## config.mk

```make
export PLATFORM = sky130hd
export DESIGN_NAME = moe_top2_expert_router
export DESIGN_NICKNAME = d
export VERILOG_FILES = /design/src/rtl/core/mtr_pkg.sv /design/src/rtl/core/mtr_front.sv /design/src/rtl/core/mtr_queue.sv /design/src/rtl/core/mtr_back.sv /design/src/rtl/core/moe_top2_expert_router.sv
export SDC_FILE = /design/constraint.sdc
export NUM_CORES = 2
export LEC_CHECK = 0
export BUFFER_PORTS_ARGS = -buffer_cell sky130_fd_sc_hd__buf_2
export CORE_UTILIZATION = 40
export CTS_CLUSTER_DIAMETER = 50
export DETAILED_ROUTE_END_ITERATION = 7
export HOLD_SLACK_MARGIN = 0.15
export PLACE_DENSITY_LB_ADDON = 0.25
export SLEW_MARGIN = 20
export SYNTH_ARGS = -nofsm -noshare
export SYNTH_HDL_FRONTEND = slang
export SYNTH_SLANG_ARGS = --single-unit
```

## constraint.sdc

```tcl
create_clock -name clk -period 8.05 [get_ports clk]
set_clock_uncertainty 0.1 [all_clocks]
set_input_delay 1.61 -clock clk [delete_from_list [all_inputs] [get_ports clk]]
set_output_delay 1.61 -clock clk [all_outputs]
set_load 0.01 [all_outputs]
```

## src/rtl/core/mtr_pkg.sv

```systemverilog
// Shared types, constants and constant tables of the top-2 expert router.
`default_nettype none

package mtr_pkg;

  localparam int EXPERT_W    = 4;   // width of an expert index on the result
  localparam int LOGIT_W     = 16;  // signed Q8.8 logit
  localparam int WEIGHT_W    = 16;  // unsigned Q1.15 weight
  localparam int DIFF_W      = 16;  // logit difference, Q8.8, never negative
  localparam int EXP_STEPS   = 12;  // difference bits that feed the exponent
  localparam int QUEUE_DEPTH = 2;

  localparam logic [WEIGHT_W-1:0] WEIGHT_ONE = 16'h8000;

  // One finished row handed from the front to the back.
  typedef struct packed {
    logic [EXPERT_W-1:0] first_expert;
    logic [EXPERT_W-1:0] second_expert;
    logic [DIFF_W-1:0]   diff;
  } mtr_row_t;

  // exp(-1/256) in Q0.32 from a Q2.62 Taylor series, rounded half up.
  // Term n is term n-1 divided by 256*n.
  localparam logic [63:0] TAYLOR_ONE = 64'd1 << 62;
  localparam logic [63:0] TAYLOR_T1  = TAYLOR_ONE / 64'd256;
  localparam logic [63:0] TAYLOR_T2  = TAYLOR_T1 / 64'd512;
  localparam logic [63:0] TAYLOR_T3  = TAYLOR_T2 / 64'd768;
  localparam logic [63:0] TAYLOR_T4  = TAYLOR_T3 / 64'd1024;
  localparam logic [63:0] TAYLOR_T5  = TAYLOR_T4 / 64'd1280;
  localparam logic [63:0] TAYLOR_T6  = TAYLOR_T5 / 64'd1536;
  localparam logic [63:0] TAYLOR_T7  = TAYLOR_T6 / 64'd1792;
  localparam logic [63:0] TAYLOR_T8  = TAYLOR_T7 / 64'd2048;
  localparam logic [63:0] TAYLOR_T9  = TAYLOR_T8 / 64'd2304;
  localparam logic [63:0] TAYLOR_T10 = TAYLOR_T9 / 64'd2560;
  localparam logic [63:0] TAYLOR_T11 = TAYLOR_T10 / 64'd2816;
  localparam logic [63:0] TAYLOR_T12 = TAYLOR_T11 / 64'd3072;
  localparam logic [63:0] TAYLOR_T13 = TAYLOR_T12 / 64'd3328;
  localparam logic [63:0] TAYLOR_T14 = TAYLOR_T13 / 64'd3584;
  localparam logic [63:0] TAYLOR_T15 = TAYLOR_T14 / 64'd3840;
  localparam logic [63:0] TAYLOR_SUM = TAYLOR_ONE
      - TAYLOR_T1 + TAYLOR_T2 - TAYLOR_T3 + TAYLOR_T4 - TAYLOR_T5
      + TAYLOR_T6 - TAYLOR_T7 + TAYLOR_T8 - TAYLOR_T9 + TAYLOR_T10
      - TAYLOR_T11 + TAYLOR_T12 - TAYLOR_T13 + TAYLOR_T14 - TAYLOR_T15;
  localparam logic [31:0] EXP_BASE_Q32 = 32'((TAYLOR_SUM + (64'd1 << 29)) >> 30);

  // exp(-2^k/256) in Q0.32 by repeated rounded squaring of the base.
  function automatic logic [31:0] exp_factor(input int k);
    logic [31:0] f;
    logic [64:0] p;
    f = EXP_BASE_Q32;
    for (int i = 0; i < k; i++) begin
      p = 65'(f) * 65'(f) + (65'd1 << 31);
      f = 32'(p >> 32);
    end
    return f;
  endfunction

  localparam logic [EXP_STEPS-1:0][31:0] EXP_FACTORS = {
    exp_factor(11), exp_factor(10), exp_factor(9), exp_factor(8),
    exp_factor(7),  exp_factor(6),  exp_factor(5), exp_factor(4),
    exp_factor(3),  exp_factor(2),  exp_factor(1), exp_factor(0)
  };

endpackage

`default_nettype wire

```

## src/rtl/core/mtr_front.sv

```systemverilog
// Front end: tracks the top two logits of a row and queues each finished row.
`default_nettype none

module mtr_front #(
  parameter int MAX_EXPERTS = 16
) (
  input  wire logic                        clk,
  input  wire logic                        rst,
  input  wire logic [4:0]                  num_experts,
  input  wire logic                        in_valid,
  output logic                             in_ready,
  input  wire logic [mtr_pkg::LOGIT_W-1:0] logit,
  input  wire logic                        queue_full,
  output logic                             push,
  output mtr_pkg::mtr_row_t                push_data
);
  import mtr_pkg::*;

  localparam int IDX_W   = $clog2(MAX_EXPERTS);
  localparam int CLOG_N  = $clog2(MAX_EXPERTS + 1);
  localparam int LEN_W   = (CLOG_N > 5) ? CLOG_N : 5;
  localparam logic [LEN_W-1:0] LEN_MAX = LEN_W'(MAX_EXPERTS);
  localparam logic [LEN_W-1:0] LEN_MIN = LEN_W'(2);

  logic [IDX_W-1:0]          position;
  logic signed [LOGIT_W-1:0] best_value;
  logic [IDX_W-1:0]          best_index;
  logic signed [LOGIT_W-1:0] runner_value;
  logic [IDX_W-1:0]          runner_index;
  logic                      runner_found;

  logic signed [LOGIT_W-1:0] best_value_next;
  logic [IDX_W-1:0]          best_index_next;
  logic signed [LOGIT_W-1:0] runner_value_next;
  logic [IDX_W-1:0]          runner_index_next;
  logic                      runner_found_next;

  logic [LEN_W-1:0]          cfg_len;
  logic [LEN_W-1:0]          row_len;
  logic                      row_end;
  logic                      accept;
  logic signed [LOGIT_W:0]   diff_wide;

  always_comb begin
    cfg_len = LEN_W'(num_experts);
    if (cfg_len < LEN_MIN) begin
      row_len = LEN_MIN;
    end else if (cfg_len > LEN_MAX) begin
      row_len = LEN_MAX;
    end else begin
      row_len = cfg_len;
    end
  end

  assign row_end  = (LEN_W'(position) + LEN_W'(1)) >= row_len;
  // only the row-ending item needs room in the queue
  assign in_ready = !row_end || !queue_full;
  assign accept   = in_valid && in_ready;

  always_comb begin
    best_value_next   = best_value;
    best_index_next   = best_index;
    runner_value_next = runner_value;
    runner_index_next = runner_index;
    runner_found_next = runner_found;
    if (position == '0) begin
      best_value_next   = logit;
      best_index_next   = '0;
      runner_value_next = '0;
      runner_index_next = '0;
      runner_found_next = 1'b0;
    end else if ($signed(logit) > best_value) begin
      runner_value_next = best_value;
      runner_index_next = best_index;
      runner_found_next = 1'b1;
      best_value_next   = logit;
      best_index_next   = position;
    end else if (!runner_found || $signed(logit) > runner_value) begin
      runner_value_next = logit;
      runner_index_next = position;
      runner_found_next = 1'b1;
    end
  end

  assign diff_wide = {best_value_next[LOGIT_W-1], best_value_next}
                   - {runner_value_next[LOGIT_W-1], runner_value_next};

  assign push                    = accept && row_end;
  assign push_data.first_expert  = EXPERT_W'(best_index_next);
  assign push_data.second_expert = EXPERT_W'(runner_index_next);
  assign push_data.diff          = DIFF_W'(diff_wide);

  always_ff @(posedge clk) begin
    if (rst) begin
      position     <= '0;
      best_value   <= '0;
      best_index   <= '0;
      runner_value <= '0;
      runner_index <= '0;
      runner_found <= 1'b0;
    end else if (accept) begin
      best_value   <= best_value_next;
      best_index   <= best_index_next;
      runner_value <= runner_value_next;
      runner_index <= runner_index_next;
      runner_found <= runner_found_next;
      position     <= row_end ? '0 : position + IDX_W'(1);
    end
  end

endmodule

`default_nettype wire

```

## src/rtl/core/mtr_queue.sv

```systemverilog
// Short row queue between the front end and the weight unit.
`default_nettype none

module mtr_queue (
  input  wire logic         clk,
  input  wire logic         rst,
  input  wire logic         push,
  input  mtr_pkg::mtr_row_t push_data,
  output logic              full,
  output logic              pop_valid,
  input  wire logic         pop,
  output mtr_pkg::mtr_row_t pop_data
);
  import mtr_pkg::*;

  localparam int PTR_W = $clog2(QUEUE_DEPTH);
  localparam int CNT_W = $clog2(QUEUE_DEPTH + 1);

  mtr_row_t         entries [QUEUE_DEPTH];
  logic [PTR_W-1:0] wr_ptr;
  logic [PTR_W-1:0] rd_ptr;
  logic [CNT_W-1:0] count;
  logic             do_push;
  logic             do_pop;

  assign full      = count == CNT_W'(QUEUE_DEPTH);
  assign pop_valid = count != '0;
  assign pop_data  = entries[rd_ptr];
  assign do_push   = push && !full;
  assign do_pop    = pop && pop_valid;

  always_ff @(posedge clk) begin
    if (do_push) begin
      entries[wr_ptr] <= push_data;
    end
  end

  always_ff @(posedge clk) begin
    if (rst) begin
      wr_ptr <= '0;
      rd_ptr <= '0;
      count  <= '0;
    end else begin
      if (do_push) begin
        wr_ptr <= (wr_ptr == PTR_W'(QUEUE_DEPTH - 1)) ? '0 : wr_ptr + PTR_W'(1);
      end
      if (do_pop) begin
        rd_ptr <= (rd_ptr == PTR_W'(QUEUE_DEPTH - 1)) ? '0 : rd_ptr + PTR_W'(1);
      end
      if (do_push && !do_pop) begin
        count <= count + CNT_W'(1);
      end else if (do_pop && !do_push) begin
        count <= count - CNT_W'(1);
      end
    end
  end

endmodule

`default_nettype wire

```

## src/rtl/core/mtr_back.sv

```systemverilog
// Weight unit: sequential exponent and bit-serial divide, plus the result register.
`default_nettype none

module mtr_back (
  input  wire logic         clk,
  input  wire logic         rst,
  input  wire logic         row_valid,
  input  mtr_pkg::mtr_row_t row,
  output logic              pop,
  output logic              m_axis_tvalid,
  input  wire logic         m_axis_tready,
  output logic [39:0]       m_axis_tdata
);
  import mtr_pkg::*;

  typedef enum logic [2:0] {
    ST_IDLE,
    ST_MUL,
    ST_ACC,
    ST_PREP,
    ST_DIV,
    ST_DONE
  } state_t;

  localparam logic [3:0]  LAST_STEP = 4'(EXP_STEPS - 1);
  localparam logic [32:0] E_ONE     = 33'd1 << 32;

  state_t                state;
  logic [3:0]            step;
  logic [DIFF_W-1:0]     diff;
  logic [EXPERT_W-1:0]   first_expert;
  logic [EXPERT_W-1:0]   second_expert;
  logic [32:0]           e;      // Q1.32, exactly 1.0 until the first factor
  logic [63:0]           prod;
  logic [48:0]           rem;
  logic [48:0]           dsh;
  logic [WEIGHT_W-1:0]   quot;
  logic [3:0]            div_cnt;

  logic [EXPERT_W-1:0]   out_first_expert;
  logic [WEIGHT_W-1:0]   out_first_weight;
  logic [EXPERT_W-1:0]   out_second_expert;
  logic [WEIGHT_W-1:0]   out_second_weight;

  logic [31:0]           f_sel;
  logic [64:0]           prod_rnd;
  logic [33:0]           den;
  logic                  geq;
  logic                  out_free;

  assign f_sel    = EXP_FACTORS[step];
  assign prod_rnd = {1'b0, prod} + (65'd1 << 31);
  assign den      = {1'b0, e} + (34'd1 << 32);
  assign geq      = rem >= dsh;
  assign out_free = !m_axis_tvalid || m_axis_tready;
  assign pop      = (state == ST_IDLE) && row_valid;

  assign m_axis_tdata = {out_second_weight, out_second_expert,
                         out_first_weight, out_first_expert};

  always_ff @(posedge clk) begin
    if (rst) begin
      state         <= ST_IDLE;
      step          <= '0;
      div_cnt       <= '0;
      m_axis_tvalid <= 1'b0;
    end else begin
      // in ST_DONE the load below decides tvalid
      if (m_axis_tvalid && m_axis_tready && state != ST_DONE) begin
        m_axis_tvalid <= 1'b0;
      end
      case (state)
        ST_IDLE: begin
          if (row_valid) begin
            diff          <= row.diff;
            first_expert  <= row.first_expert;
            second_expert <= row.second_expert;
            e             <= E_ONE;
            step          <= '0;
            if (row.diff[DIFF_W-1:EXP_STEPS] != '0) begin
              // exp term below one LSB: all weight on the first expert
              quot  <= WEIGHT_ONE;
              state <= ST_DONE;
            end else begin
              state <= ST_MUL;
            end
          end
        end
        ST_MUL: begin
          if (diff[step] && !e[32]) begin
            prod  <= 64'(e[31:0]) * 64'(f_sel);
            state <= ST_ACC;
          end else begin
            // 1.0 times a factor is the factor itself
            if (diff[step]) begin
              e <= {1'b0, f_sel};
            end
            if (step == LAST_STEP) begin
              state <= ST_PREP;
            end else begin
              step <= step + 4'd1;
            end
          end
        end
        ST_ACC: begin
          e <= 33'(prod_rnd >> 32);
          if (step == LAST_STEP) begin
            state <= ST_PREP;
          end else begin
            step  <= step + 4'd1;
            state <= ST_MUL;
          end
        end
        ST_PREP: begin
          rem     <= (49'd1 << 47) + 49'(den >> 1);
          dsh     <= 49'(den) << 15;
          quot    <= '0;
          div_cnt <= '0;
          state   <= ST_DIV;
        end
        ST_DIV: begin
          if (geq) begin
            rem <= rem - dsh;
          end
          quot    <= {quot[WEIGHT_W-2:0], geq};
          dsh     <= dsh >> 1;
          div_cnt <= div_cnt + 4'd1;
          if (div_cnt == 4'(WEIGHT_W - 1)) begin
            state <= ST_DONE;
          end
        end
        ST_DONE: begin
          if (out_free) begin
            out_first_expert  <= first_expert;
            out_first_weight  <= quot;
            out_second_expert <= second_expert;
            out_second_weight <= WEIGHT_ONE - quot;
            m_axis_tvalid     <= 1'b1;
            state             <= ST_IDLE;
          end
        end
        default: begin
          state <= ST_IDLE;
        end
      endcase
    end
  end

endmodule

`default_nettype wire

```

## src/rtl/core/moe_top2_expert_router.sv

```systemverilog
// Top level of the top-2 mixture-of-experts router.
// Usage:
//  - s_axis carries one gate logit per transaction (signed Q8.8), experts of a
//    token in index order; a row is num_experts transactions (clamped to
//    2..MAX_EXPERTS). No tlast: the row length comes from the register.
//  - cfg_wr_en/cfg_wr_data write num_experts (reset 16); write only while idle.
//  - m_axis carries one transaction per row: both expert indices and their
//    renormalized Q1.15 weights (second weight = 32768 - first weight).
// Throughput: the front takes one logit per cycle; only a row-ending logit
// waits for room in the two-row queue. The weight unit handles one row at a
// time: a saturated logit gap goes straight to the result, else 12 exponent
// steps (each set gap bit after the first uses the shared 32x32 multiplier),
// then a restoring divide for the 16-bit weight.
// Reset clears the row tracker, the queue and the result valid.
// A stalled m_axis holds the result; the queue then fills and the front holds
// off only the next row-ending logit.
`default_nettype none

module moe_top2_expert_router #(
  parameter int MAX_EXPERTS = 16
) (
  input  wire logic        clk,
  input  wire logic        rst,
  input  wire logic        cfg_wr_en,
  input  wire logic [4:0]  cfg_wr_data,    // num_experts
  input  wire logic        s_axis_tvalid,
  output logic             s_axis_tready,
  input  wire logic [15:0] s_axis_tdata,   // [15:0] logit
  output logic             m_axis_tvalid,
  input  wire logic        m_axis_tready,
  output logic [39:0]      m_axis_tdata    // [3:0] first_expert, [19:4] first_weight,
                                           // [23:20] second_expert, [39:24] second_weight
);
  import mtr_pkg::*;

  logic [4:0] num_experts;
  logic       queue_full;
  logic       push;
  mtr_row_t   push_data;
  logic       row_valid;
  logic       pop;
  mtr_row_t   row;

  // row length register; a mid-row write keeps the partial row
  always_ff @(posedge clk) begin
    if (rst) begin
      num_experts <= 5'd16;
    end else if (cfg_wr_en) begin
      num_experts <= cfg_wr_data;
    end
  end

  mtr_front #(
    .MAX_EXPERTS(MAX_EXPERTS)
  ) u_front (
    .clk        (clk),
    .rst        (rst),
    .num_experts(num_experts),
    .in_valid   (s_axis_tvalid),
    .in_ready   (s_axis_tready),
    .logit      (s_axis_tdata),
    .queue_full (queue_full),
    .push       (push),
    .push_data  (push_data)
  );

  mtr_queue u_queue (
    .clk      (clk),
    .rst      (rst),
    .push     (push),
    .push_data(push_data),
    .full     (queue_full),
    .pop_valid(row_valid),
    .pop      (pop),
    .pop_data (row)
  );

  mtr_back u_back (
    .clk          (clk),
    .rst          (rst),
    .row_valid    (row_valid),
    .row          (row),
    .pop          (pop),
    .m_axis_tvalid(m_axis_tvalid),
    .m_axis_tready(m_axis_tready),
    .m_axis_tdata (m_axis_tdata)
  );

endmodule

`default_nettype wire

```

# After elaboration in Yosys (flattened, before gate mapping)
# Memories as Yosys holds them, arrays and structs flattened. A register that Yosys moved wholly into a read port is not among the register bits.
# Index checks and enable logic that the tools add are counted.
[totals] latchBits=0 in_bits=26 word_cells=162 out_inout_bits=42 romBits=512 reg_bits=341 n_memories=2 ramBits=48
[mem_list] memory="(name not given)" words=16 width=32 rd=1 rd_clocked_by_memory_dff=1 wr=0 line_no="mtr_back.sv:51" source="assign f_sel = EXP_FACTORS[step];"
[mem_list] memory="u_queue.entries" words=2 width=24 rd=1 rd_clocked_by_memory_dff=1 wr=1 line_no="mtr_queue.sv:19" source="mtr_row_t entries [QUEUE_DEPTH];"
[op_classes] n_reduce_logical=39 shift=0 mul=1 n_bitwise=1 addsub=14 order_cmp=7 n_div=0 mux=55 eq_ne=17
[op_table] operator="$pmux W49 S2" n=2
[op_table] operator="$mux W16" n=7
[op_table] operator="$mux W33" n=3
[op_table] operator="$pmux W33 S3" n=1
[op_table] operator="$add A64 B32 Y65 const B" n=1
[op_table] operator="$mul A32 B32 Y64" n=1
[op_table] operator="$add A48 B33 Y49 const A" n=1
[op_table] operator="$ge A49 B49 Y1" n=1
[op_table] operator="$mux W49" n=1
[op_table] operator="$sub A49 B49 Y49" n=1
[op_table] operator="$pmux W16 S3" n=1
[op_table] operator="$mux W4" n=11
[op_table] operator="$add A33 B33 Y34 const B" n=1
[op_table] operator="$gt A16 B16 Y1" n=2
[op_table] operator="$mux W32" n=1
[op_table] operator="$mux W3" n=6
[op_table] operator="$pmux W3 S6" n=1
[op_table] operator="$sub A16 B16 Y16" n=1
[op_table] operator="$sub A16 B16 Y16 const A" n=1
[op_table] operator="$reduce_and A3 Y1" n=5
[op_table] operator="$mux W1" n=13
[op_table] operator="$add A4 B1 Y4 const B" n=3
[op_table] operator="$pmux W4 S3" n=1
[op_table] operator="$logic_and A1 B1 Y1" n=10
[op_table] operator="32 further kinds" n=58

# Depth between registers and ports, before layout
[logic_depth] ltp_word=13 depth_mapped=28

# By module
# From an unflattened synthesis, not the netlist that was laid out.
[unflattened] cells_unflattened=5470 area_unflattened_um2=52895.7
[modules_own_cells] mod="mtr_back" area_per_inst_um2=46822.4 instances=1 seq_area_each_um2=8177.8 cells_per_inst=4848
[modules_own_cells] mod="mtr_front" area_per_inst_um2=3942.5 instances=1 seq_area_each_um2=900.9 cells_per_inst=506
[modules_own_cells] mod="mtr_queue" area_per_inst_um2=1946.9 instances=1 seq_area_each_um2=1541.5 cells_per_inst=100
[modules_own_cells] mod="moe_top2_expert_router" area_per_inst_um2=183.9 instances=1 seq_area_each_um2=100.1 cells_per_inst=16

# Worst setup path before layout
# Ideal clock, no wire load.
[synth_path] path_type="input to register" from="input rst" to="register u_back.rem[0], enable pin" slack_ns=0.669 arrival_time_ns=6.813 path_stages=3 setup_time_ns=0.469 t_required_ns=7.481 cell_sequence="buf_1 > a21oi_1 > a21boi_1"
[synth_between] elab_chain_cells=2
[synth_lines] element="from (decl)" line_no="moe_top2_expert_router.sv:23" source="input wire logic rst,"
[synth_lines] element="$not A1 Y1 (no source line)"
[synth_lines] element="$reduce_and A3 Y1 (no source line)"
[synth_lines] element="to (signal assigned)" line_no="mtr_back.sv:115" source="rem <= (49'd1 << 47) + 49'(den >> 1);"
[synth_lines] element="to (signal assigned)" line_no="mtr_back.sv:123" source="rem <= rem - dsh;"
[synth_lines] element="to (decl)" line_no="mtr_back.sv:35" source="logic [48:0] rem;"
# Every way passes these cells.
# A chain may end at the register's enable or synchronous reset.

# Worst setup path after layout
[layout_path] from="register u_back.e[16]" to="register u_back.prod[50], data pin"
[layout_between] elab_chain_cells=1
[layout_lines] element="from (decl)" line_no="mtr_back.sv:33" source="logic [32:0] e;"
[layout_lines] element="from (signal assigned)" line_no="mtr_back.sv:96" source="e <= {1'b0, f_sel};"
[layout_lines] element="from (signal assigned)" line_no="mtr_back.sv:106" source="e <= 33'(prod_rnd >> 32);"
[layout_lines] element="$mul A32 B32 Y64" line_no="mtr_back.sv:91" source="prod <= 64'(e[31:0]) * 64'(f_sel);"
[layout_lines] element="to (signal assigned)" line_no="mtr_back.sv:91"
[layout_lines] element="to (decl)" line_no="mtr_back.sv:34" source="logic [63:0] prod;"
# Every way passes these cells.

==> flow_summary.toml <==
[outcome]
outcome = "finished clean"

[cts]
clock-sinks = 390
numCtsBuffers = 58
clk_pin_slew_worst_paths_ps = 60
cts-root-buf = "clkbuf_16"
cts_hold_buffers = 0
cts.htree.levels = 2
clk_latency_ps = 690
cts_tree = "done"
cts.path.max_buffers = 3

[die]
core-area_um2 = 131600
row_count = 133
pin_count = 68
die_y_um = 366.5
dieArea_um2 = 134300
dieWidth_um = 366.5
initial_core_util = 0.4037

[yosys]
synth.distinct_cells = 100
synthFlopType = "edfxtp_1"
synth_nets = 6815
synth_common_cells = "inv_1, fa_1, nand2_1"
ys_async_sr_fraction = 0
synth_top_area_cell = "fa_1"
yosys-top-cells-area = "fa_1, edfxtp_1, ha_1, and2_1, inv_1"
synthMostInstantiatedCell = "inv_1"
synth_top_area_frac = 0.3379
synth-seq-cells = 390
synth.yosys.seq_area_share = 0.2017
syn_area_um2 = 53140
yosysWarnings = 0
syn_avg_cell_area_um2 = 9.637
synth_edf_count = 291
syn_inst = 5514

[timing]
finalCritPeriodShare = 0.9683
hold_viol = 0
max_clock_freq_mhz = 128.3
period_minus_slack_ps = 7795
hold_ws_ps = 317.6
slew_viol_final = 0
setup_viol = 0
max-slew-margin-rel = 0.2558
tightestPinTransition_ps = 1114

[route]
dr.first_iter.drc_count = 2382
firstDrtPassIters = 5
via_per_inst = 5.114
drc = 0
ant_nets = 0
via_count = 37450
avgRoutedWirePerCell_um = 19.01
wl_mm = 139.2

[setup_path]
start_kind = "flop"
cp-startpoint = "u_back.e[16]$_DFFE_PP_"
rr_startpoint = "u_back.e[16]$_DFFE_PP_"
cpMostUsedCell = "fa_1"
crit_type = "flop to flop"
cp_slowest_cell = "fa_1"
arrival_ps = 8110
required_ps = 8370
worstPathMaxFanout = 33
end_kind = "flop"
crit_path_max_incr_delay_ps = 560

[placed_design]
gp_congestion = 0.8694
hpwlAfterDp_mm = 106.8
io_buffers = 67

[global_routing]
globalRouteOverflowTotal = 0
grt_use_total = 0.2118
grt_pass1_vias = 39600
grt_max_degree = 82
antenna_found_initial = 1
grt_pass1_wl_mm = 224.6

[min_path]
hp-class = "flop to flop"
worstHoldStart = "u_back.second_expert[1]$_DFFE_PP_"

[run]
max_cap_viol_count = 0

[final_layout]
nets = 6817
area_growth_pct = 9.809
drive_above_1_share = 0.08049
-- flip-flops by register name, summed over array words and instances, names as in the netlist, 5 cells and up, named ones only --
name                      count
u_back.f_sel                 32
num_experts                   5
u_back.out_first_weight      15
u_back.dsh                   49
u_front.best_value           16
u_front.runner_value         16
u_back.out_second_weight     16
u_back.e                     33
u_back.prod                  33
u_back.diff                  16
u_back.rem                   49
u_back.quot                  16
u_queue.entries              48
-- layout by cell type (no fill, tap or decap), types with 11 or more instances in the layout --
cell type and instances:
fa_1 897, mux2_2 31, a211oi_1 11, o211ai_1 11, xor2_1 61, clkbuf_16 58
a21oi_1 164, and2_1 632, nand3_1 54, o21bai_1 28, and3_1 41, nor2b_1 17
edfxtp_1 291, mux2i_1 34, buf_12 34, ha_1 374, nand2b_1 20, buf_4 126
nand2_1 664, o21ai_1 44, a211o_1 16, dfxtp_1 94, xnor2_1 80, buf_2 67
inv_1 991, nor2_1 173, nand4_1 31, nor4_1 12, nor3_1 35, a31oi_1 16
a21o_1 77, o21ai_0 137
-- worst max-delay path, delay by kind of cell, from the launching register on --
family,cells,cell delay (ps)
adder cells (fa/ha/maj),9,4370
AO/OA/AOI/OAI,8,1350
buffers and inverters,6,590
AND/OR/NAND/NOR,2,540
flip-flops,1,410
XOR/XNOR,1,140
-- stage by stage --
step                      utilization  area [um^2]  setup WS [ps]  TNS (ps)  cells
after floorplan                     -        53140          668.7         0   5514
after global placement         0.4258        56050         -10.57    -16.44   7195
after detailed placement       0.4258        56050         -24.25    -44.98   7195
after CTS                      0.4415        58120          4.025         0   7307
after global routing           0.4433        58350         -2.845    -3.246   7321
final                          0.4433        58350          255.3         0   7322
-- cell families after synthesis --
group,share of synthesized area
AO/OA/AOI/OAI,0.07459
adder cells (fa/ha/maj),0.4269
multiplexers,0.01650
buffers and inverters,0.09286
flip-flops,0.2017
AND/OR/NAND/NOR,0.1642
XOR/XNOR,0.02324
-- routing by layer --
layer / vias up / GRT usage / wire (um)
met5: - / 0 / 0
met4: 0 / 0.05311 / 3742
met3: 166 / 0.01961 / 5784
met2: 825 / 0.3646 / 68280
met1: 19210 / 0.2860 / 61380
li1: 17240 / - / -
-- final timing paths --
check	to	slack, ps	cells past startpoint
max	u_back.prod[50]$_DFFE_PP_	260	26
min	u_back.out_second_expert[1]$_DFFE_PP_	320	0
max reg2reg	u_back.prod[50]$_DFFE_PP_	260	26
min reg2reg	u_back.out_second_expert[1]$_DFFE_PP_	320	0
-- cell type report --
class	instances	area, um^2
fill	12660	73280
tap	1755	2196
multi-input combinational	3840	37620
inverter	994	3731
clock inverter	41	506.7
clock buffer	69	1535
antenna	1	2.502
timing repair buffer	232	2034
sequential	390	10730
-- what timing repair did --
action,CTS,global route
endpoints found under the setup margin,6,15
resized for setup,2,23
endpoints found under the hold margin,0,0
pin swaps,0,5
buffers inserted,2,13
Power is not shown: default switching activity piles up to over one toggle a cycle in this logic, so the estimate is an artifact.
